### src/design/gsm7_pkg.sv
package gsm7_pkg;

  localparam logic [6:0] EscCode = 7'h1b;
  localparam logic [7:0] QMark   = 8'h3f;

  // one decoded result word
  typedef struct packed {
    logic [7:0] code;
    logic       cvalid;
    logic       last;
  } res_t;

  // up to two results produced by one byte, in order
  typedef struct packed {
    logic [1:0] n;
    res_t       first;
    res_t       second;
  } push_t;

  // outcome of one septet
  typedef struct packed {
    logic emit;
    res_t res;
    logic esc;
  } sdec_t;

  // default alphabet, latin-1 codes
  localparam logic [7:0] GSM_ROM [128] = '{
    8'h40, 8'ha3, 8'h24, 8'ha5, 8'he8, 8'he9, 8'hf9, 8'hec,
    8'hf2, 8'hc7, 8'h0a, 8'hd8, 8'hf8, 8'h0d, 8'hc5, 8'he5,
    8'h3f, 8'h5f, 8'h3f, 8'h3f, 8'h3f, 8'h3f, 8'h3f, 8'h3f,
    8'h3f, 8'h3f, 8'h3f, 8'h3f, 8'hc6, 8'he6, 8'hdf, 8'hc9,
    8'h20, 8'h21, 8'h22, 8'h23, 8'ha4, 8'h25, 8'h26, 8'h27,
    8'h28, 8'h29, 8'h2a, 8'h2b, 8'h2c, 8'h2d, 8'h2e, 8'h2f,
    8'h30, 8'h31, 8'h32, 8'h33, 8'h34, 8'h35, 8'h36, 8'h37,
    8'h38, 8'h39, 8'h3a, 8'h3b, 8'h3c, 8'h3d, 8'h3e, 8'h3f,
    8'ha1, 8'h41, 8'h42, 8'h43, 8'h44, 8'h45, 8'h46, 8'h47,
    8'h48, 8'h49, 8'h4a, 8'h4b, 8'h4c, 8'h4d, 8'h4e, 8'h4f,
    8'h50, 8'h51, 8'h52, 8'h53, 8'h54, 8'h55, 8'h56, 8'h57,
    8'h58, 8'h59, 8'h5a, 8'hc4, 8'hd6, 8'hd1, 8'hdc, 8'ha7,
    8'hbf, 8'h61, 8'h62, 8'h63, 8'h64, 8'h65, 8'h66, 8'h67,
    8'h68, 8'h69, 8'h6a, 8'h6b, 8'h6c, 8'h6d, 8'h6e, 8'h6f,
    8'h70, 8'h71, 8'h72, 8'h73, 8'h74, 8'h75, 8'h76, 8'h77,
    8'h78, 8'h79, 8'h7a, 8'he4, 8'hf6, 8'hf1, 8'hfc, 8'he0
  };

  // extension table, unknown codes give a question mark
  function automatic logic [7:0] ext_code(logic [6:0] s);
    logic [7:0] c;
    begin
      unique case (s)
        7'h0a:   c = 8'h0a;
        7'h14:   c = 8'h5e;
        7'h28:   c = 8'h7b;
        7'h29:   c = 8'h7d;
        7'h2f:   c = 8'h5c;
        7'h3c:   c = 8'h5b;
        7'h3d:   c = 8'h7e;
        7'h3e:   c = 8'h5d;
        7'h40:   c = 8'h7c;
        default: c = QMark;
      endcase
      return c;
    end
  endfunction

  function automatic sdec_t dec_septet(logic [6:0] s, logic esc, logic last);
    sdec_t d;
    begin
      d.emit       = 1'b1;
      d.esc        = 1'b0;
      d.res.cvalid = 1'b1;
      d.res.last   = last;
      if (esc) begin
        d.res.code = ext_code(s);
      end else if (s == EscCode) begin
        // escape gives a bare end marker only when it closes the message
        d.res.code   = 8'h00;
        d.res.cvalid = 1'b0;
        d.emit       = last;
        d.esc        = !last;
      end else begin
        d.res.code = GSM_ROM[s];
      end
      return d;
    end
  endfunction

endpackage

### src/design/gsm7_septet_unpacker.sv
// gsm 7-bit default alphabet unpacker. each input word carries one packed byte
// (lsb first) and, on the first byte of a message, the septet count; each output
// word is one decoded latin-1 character, or a bare end marker (tuser low, code 0)
// when a message ends on an escape. a byte yields zero, one or two words; tlast
// marks the word that uses up the count, and bytes after that give nothing.
// an input word is taken every cycle as long as the output side keeps up; since
// the output moves one word per cycle, a byte that completes two septets
// (every seventh byte) holds the input until its second word is popped. the
// path from input to output word is an input register, then decode into a
// two-entry result buffer.
module gsm7_septet_unpacker import gsm7_pkg::*; (
  input  logic        clk_i,
  input  logic        rst_ni,
  input  logic        s_axis_tvalid,
  output logic        s_axis_tready,
  input  logic [15:0] s_axis_tdata,  // [7:0] packed_byte, [15:8] septet_count
  input  logic        s_axis_tuser,  // [0] message_start
  output logic        m_axis_tvalid,
  input  logic        m_axis_tready,
  output logic [7:0]  m_axis_tdata,  // [7:0] char_code
  output logic        m_axis_tuser,  // [0] char_valid
  output logic        m_axis_tlast   // last_of_message
);

  // input register stage
  logic       s0_vld_q;
  logic [7:0] s0_byte_q;
  logic       s0_start_q;
  logic [7:0] s0_count_q;

  logic  buf_free, move, pop, in_fire;
  push_t push;
  res_t  head;

  // the held byte moves into the result buffer once the buffer drains
  assign move          = s0_vld_q && buf_free;
  assign s_axis_tready = !s0_vld_q || move;
  assign in_fire       = s_axis_tvalid && s_axis_tready;
  assign pop           = m_axis_tvalid && m_axis_tready;

  always_ff @(posedge clk_i or negedge rst_ni) begin
    if (!rst_ni) begin
      s0_vld_q <= 1'b0;
    end else if (s_axis_tready) begin
      s0_vld_q <= s_axis_tvalid;
    end
  end

  always_ff @(posedge clk_i) begin
    if (in_fire) begin
      s0_byte_q  <= s_axis_tdata[7:0];
      s0_count_q <= s_axis_tdata[15:8];
      s0_start_q <= s_axis_tuser;
    end
  end

  // septet split, escape tracking and table lookup
  gsm7_decode u_decode (
    .clk_i           (clk_i),
    .rst_ni          (rst_ni),
    .en_i            (move),
    .packed_byte_i   (s0_byte_q),
    .message_start_i (s0_start_q),
    .septet_count_i  (s0_count_q),
    .push_o          (push)
  );

  // holds the one or two words of a byte and serializes them
  gsm7_outbuf u_outbuf (
    .clk_i     (clk_i),
    .rst_ni    (rst_ni),
    .push_en_i (move),
    .push_i    (push),
    .pop_i     (pop),
    .free_o    (buf_free),
    .valid_o   (m_axis_tvalid),
    .head_o    (head)
  );

  assign m_axis_tdata = head.code;
  assign m_axis_tuser = head.cvalid;
  assign m_axis_tlast = head.last;

endmodule

### src/design/gsm7_decode.sv
module gsm7_decode import gsm7_pkg::*; (
  input  logic       clk_i,
  input  logic       rst_ni,
  input  logic       en_i,
  input  logic [7:0] packed_byte_i,
  input  logic       message_start_i,
  input  logic [7:0] septet_count_i,
  output push_t      push_o
);

  logic [6:0]  lb_q, lb_d, lb_e;
  logic [2:0]  lc_q, lc_d, lc_e;
  logic [7:0]  rem_q, rem_d, rem_e;
  logic        esc_q, esc_d, esc_e;
  logic [14:0] acc;
  logic        has, last0, last1, two, e0, e1;
  sdec_t       d0, d1;

  always_comb begin
    // a start clears the kept bits and escape before the byte is used
    lb_e  = message_start_i ? 7'd0 : lb_q;
    lc_e  = message_start_i ? 3'd0 : lc_q;
    esc_e = message_start_i ? 1'b0 : esc_q;
    rem_e = message_start_i ? septet_count_i : rem_q;

    acc   = 15'(lb_e) | (15'(packed_byte_i) << lc_e);
    has   = rem_e != 8'd0;
    last0 = rem_e == 8'd1;
    last1 = rem_e == 8'd2;
    two   = has && (lc_e == 3'd6) && !last0;

    d0 = dec_septet(acc[6:0], esc_e, last0);
    d1 = dec_septet(acc[13:7], d0.esc, last1);
    e0 = has && d0.emit;
    e1 = two && d1.emit;

    push_o.n      = 2'(e0) + 2'(e1);
    push_o.first  = e0 ? d0.res : d1.res;
    push_o.second = d1.res;

    rem_d = has ? (rem_e - (two ? 8'd2 : 8'd1)) : rem_e;
    if (rem_d == 8'd0) begin
      lb_d  = 7'd0;
      lc_d  = 3'd0;
      esc_d = 1'b0;
    end else if (two) begin
      lb_d  = 7'd0;
      lc_d  = 3'd0;
      esc_d = d1.esc;
    end else begin
      lb_d  = acc[13:7];
      lc_d  = lc_e + 3'd1;
      esc_d = d0.esc;
    end
  end

  always_ff @(posedge clk_i or negedge rst_ni) begin
    if (!rst_ni) begin
      lb_q  <= 7'd0;
      lc_q  <= 3'd0;
      rem_q <= 8'd0;
      esc_q <= 1'b0;
    end else if (en_i) begin
      lb_q  <= lb_d;
      lc_q  <= lc_d;
      rem_q <= rem_d;
      esc_q <= esc_d;
    end
  end

endmodule

### src/design/gsm7_outbuf.sv
module gsm7_outbuf import gsm7_pkg::*; (
  input  logic  clk_i,
  input  logic  rst_ni,
  input  logic  push_en_i,
  input  push_t push_i,
  input  logic  pop_i,
  output logic  free_o,
  output logic  valid_o,
  output res_t  head_o
);

  logic [1:0] cnt_q, cnt_d;
  res_t       e0_q, e0_d, e1_q, e1_d;

  // a push always lands in a buffer that is empty after this cycle's pop
  assign free_o  = (cnt_q == 2'd0) || ((cnt_q == 2'd1) && pop_i);
  assign valid_o = cnt_q != 2'd0;
  assign head_o  = e0_q;

  always_comb begin
    cnt_d = cnt_q;
    e0_d  = e0_q;
    e1_d  = e1_q;
    if (pop_i) begin
      e0_d  = e1_q;
      cnt_d = cnt_q - 2'd1;
    end
    if (push_en_i) begin
      e0_d  = push_i.first;
      e1_d  = push_i.second;
      cnt_d = push_i.n;
    end
  end

  always_ff @(posedge clk_i or negedge rst_ni) begin
    if (!rst_ni) begin
      cnt_q <= 2'd0;
    end else begin
      cnt_q <= cnt_d;
    end
  end

  always_ff @(posedge clk_i) begin
    e0_q <= e0_d;
    e1_q <= e1_d;
  end

endmodule

### config.mk
export PLATFORM = sky130hd
export DESIGN_NAME = gsm7_septet_unpacker
export DESIGN_NICKNAME = d
export VERILOG_FILES = /design/src/design/gsm7_pkg.sv /design/src/design/gsm7_septet_unpacker.sv /design/src/design/gsm7_decode.sv /design/src/design/gsm7_outbuf.sv
export SDC_FILE = /design/constraint.sdc
export NUM_CORES = 1
export LEC_CHECK = 0
export ABC_AREA = 1
export BUFFER_PORTS_ARGS = -buffer_cell sky130_fd_sc_hd__buf_2
export CAP_MARGIN = 20
export CELL_PAD_IN_SITES_DETAIL_PLACEMENT = 0
export CELL_PAD_IN_SITES_GLOBAL_PLACEMENT = 2
export CORE_ASPECT_RATIO = 0.9
export CORE_MARGIN = 5
export CORE_UTILIZATION = 38
export DETAILED_ROUTE_END_ITERATION = 8
export HOLD_SLACK_MARGIN = 0.08
export PLACE_DENSITY_LB_ADDON = 0.1
export SYNTH_ARGS = -nofsm -noshare
export SYNTH_HDL_FRONTEND = slang
export SYNTH_SLANG_ARGS = --single-unit
### constraint.sdc
create_clock -name clk_i -period 6.6 [get_ports clk_i]
set_input_delay 0.66 -clock clk_i [delete_from_list [all_inputs] [get_ports clk_i]]
set_output_delay 0.66 -clock clk_i [all_outputs]
set_load 0.05 [all_outputs]
==> results_dict.tcl <==
set metrics [dict create \
    outcome "complete, no violations" \
    final_antenna_net_count 0 \
    slew_headroom_pct 38.3 \
    syn_inst 798 \
    synthFlopType "edfxtp_1" \
    finalSetupViolCount 0 \
    path_buf_inv 2 \
    cts_num_sinks 59 \
    synth_area_leader_cell "edfxtp_1" \
    routed_via_density 5.34 \
    io_buffers 32 \
    syn_avg_cell_area_um2 6.87 \
    synthTopCellsByCount "nand2_1, nand3_1, inv_1" \
    synth_area_leaders "edfxtp_1, nand2_1, dfrtp_1, nand3_1, ha_1" \
    wire_per_inst_um 16.5 \
    die_area_um2 16900 \
    crit_chain "inv_8, nand2_1, nand2_1, nor3_2, nand4_1, nand4_1, ha_1, inv_1, fa_1, nor2_1, xnor2_1, nand2_1, nand3_1, nor3_2, nand3_1, nand3_2, o22ai_1" \
    fmax_ghz 0.222 \
    grt_pass1_vias 4968 \
    cp_max_fo 19 \
    yosysWarnings 0 \
    synth_fa_ha_area_share_pct 5.39 \
    synth_edf_count 37 \
    hold_viol 0 \
    firstDrtPassIters 5 \
    synth_xor_xnor_area_share_pct 0.639 \
    layout_min_cycle_time_ns 4.50 \
    io_pins 33 \
    p_per_area_nw_per_um2 546 \
    hold_path.class "in -> async" \
    place_hpwl_mm 12.8 \
    root_buffer "clkbuf_16" \
    ctsResizeCount 0 \
    yosysSeqAreaShare_pct 30.3 \
    h-tree-depth 3 \
    worstMarginPinSlew_ns 0.922 \
    routed_wl_mm 16.7 \
    syn_area_um2 5480 \
    ys_seq_elements 59 \
    cp_top_family "simple AND/OR/NAND/NOR gates" \
    drc 0 \
    critPathMostFrequentCell "nand2_1" \
    peakVddDrop_mv 0.218 \
    antenna_found_initial 0 \
    synth_compound_area_share_pct 11.5 \
    grt_pass1_wl_mm 26.9 \
    finalCritPeriodShare_pct 68.2 \
    slew_violations 0 \
    vias 5418 \
    async_flop_share_pct 37.3 \
    slowest_stage "edfxtp_1" \
    crit_type "reg -> reg" \
    cp.required_ns 6.86 \
    cap_violations 0 \
    die_height_um 124 \
    post-cts-setup-buffer-count 0 \
    cts_inserted_buffers 9 \
    ys_types 45 \
    hold_ws_ns 0.301 \
    synth_top_area_share_pct 20.3 \
    drt_iter0_drc 542 \
    drive_above_1_share_pct 16.3 \
    insertion_delay_ns 0.35 \
    nets 860 \
    grtUsageTotal_pct 20.6 \
    synth_top_family_by_area "simple AND/OR/NAND/NOR gates" \
    cts_buffer_depth 2 \
    endpoint_kind "register" \
    overflow 0 \
    diodes 0 \
    synth-simple-area-share_pct 43.0 \
    p_leak_nw 2.86 \
    path_clk_slew_ns 0.06 \
    startpoint_type "register" \
    muxShareOfSynthArea_pct 0 \
    num_rows 41 \
    post-synth-top-count-cell "nand2_1" \
    critical-path-max-stage-delay_ns 0.88 \
    tns_ns 0 \
    gp_congestion 0.947 \
    holdBufCountCts 0 \
    start_util_pct 38.8 \
    core_um2 14100 \
    cts_tree "built" \
    critical_path_arrival_ns 4.76 \
    syn_nets 842 \
    rsz0062_at_grt "false" \
    clock_skew_ns 0.0126 \
    syn_to_final_growth_pct 9.63 \
    die_w_um 137 \
    grt_max_degree 34 \
]
-- final timing paths --
check	slack (ns)	to	depth (start not counted)	from
worst max-delay path	2.10	u_decode.lc_q[0]	17	s0_start_q
worst min-delay path	0.30	u_decode.rem_q[4]	1	rst_ni
max in group asynchronous	5.92	u_decode.lb_q[2]	1	rst_ni
min in group clk_i	0.49	s0_count_q[0]	1	s_axis_tdata[8]
worst min register to register	0.49	u_decode.lb_q[2]	2	u_decode.lb_q[2]
worst max register to register	2.10	u_decode.lc_q[0]	17	s0_start_q
-- registers in the layout, summed over array words and instances, names as in the netlist --
register         flops
u_outbuf.e1_q       10
u_outbuf.head_o     10
s0_byte_q            8
s0_count_q           8
u_decode.rem_q       8
u_decode.lb_q        7
u_decode.lc_q        3
u_outbuf.cnt_q       2
s0_start_q           1
s0_vld_q             1
u_decode.esc_q       1
-- per-stage QoR --
stage               area, um2  total power (W)  setup WS (ns)  utilization, %  cells
floorplan                5480          0.00225           3.41               -    798
global placement         5700          0.00278           2.26            40.4    998
detailed placement       5700          0.00275           2.10            40.4    998
CTS                      6010          0.00326           2.07            42.6   1014
global route             6010          0.00354           1.71            42.6   1014
finish                   6010          0.00328           2.10            42.6   1014
-- cells by family (layout without fill, tap and decap cells) --
logic type               count (synthesis)  after routing
buffers and inverters                  104            127
XOR/XNOR                                 4              4
adder cells (fa/ha/maj)                 23             23
AND/OR/NAND/NOR                        499            499
flip-flops                              59             59
AO/OA/AOI/OAI                          109            109
-- final cells by class --
cell class                 count  area [um2]
sequential                    59        1660
clock buffer                   9         225
fill                        1486        8100
inverter                      77         302
tap                          193         241
timing repair buffer          34         175
multi-input combinational    635        3320
clock inverter                 7        83.8
-- routing by layer --
layer / up-vias / GRT usage, % / share of wire (%)
met5: - / 0 / 0
met4: 0 / 6.49 / 2.2
met3: 34 / 3.72 / 5.8
met2: 212 / 30.4 / 42
met1: 2470 / 30.5 / 50
li1: 2702 / - / -
-- where the power goes --
part | leakage, nW | switching (W) | total, W | internal, W
Clock | 0.149 | 0.000199 | 0.000498 | 0.000299
Combinational | 2.08 | 0.00155 | 0.00213 | 0.000588
Sequential | 0.633 | 0.0000677 | 0.000648 | 0.000581
-- cells in the final DEF (no fill, tap or decap), types with 2 or more instances in the layout --
| cell | instances |
|---|---|
| o21ai_2 | 6 |
| inv_2 | 12 |
| nand4_1 | 10 |
| nand3_1 | 108 |
| nor3_2 | 4 |
| a21oi_1 | 28 |
| o22ai_1 | 6 |
| or2_2 | 2 |
| nand3_2 | 14 |
| inv_8 | 2 |
| nand2_2 | 17 |
| inv_4 | 2 |
| nor2_1 | 60 |
| a31oi_1 | 3 |
| inv_1 | 62 |
| nand3b_1 | 2 |
| o21ai_1 | 15 |
| dfrtp_1 | 22 |
| nand2_1 | 256 |
| o211ai_1 | 8 |
| buf_4 | 2 |
| ha_1 | 22 |
| o21ai_0 | 36 |
| inv_6 | 3 |
| buf_2 | 32 |
| xnor2_1 | 3 |
| nor2_2 | 8 |
| edfxtp_1 | 37 |
| nor2_4 | 5 |
| nand2_4 | 8 |
| clkbuf_16 | 9 |
No activity file was read; power rests on OpenSTA's default activity.
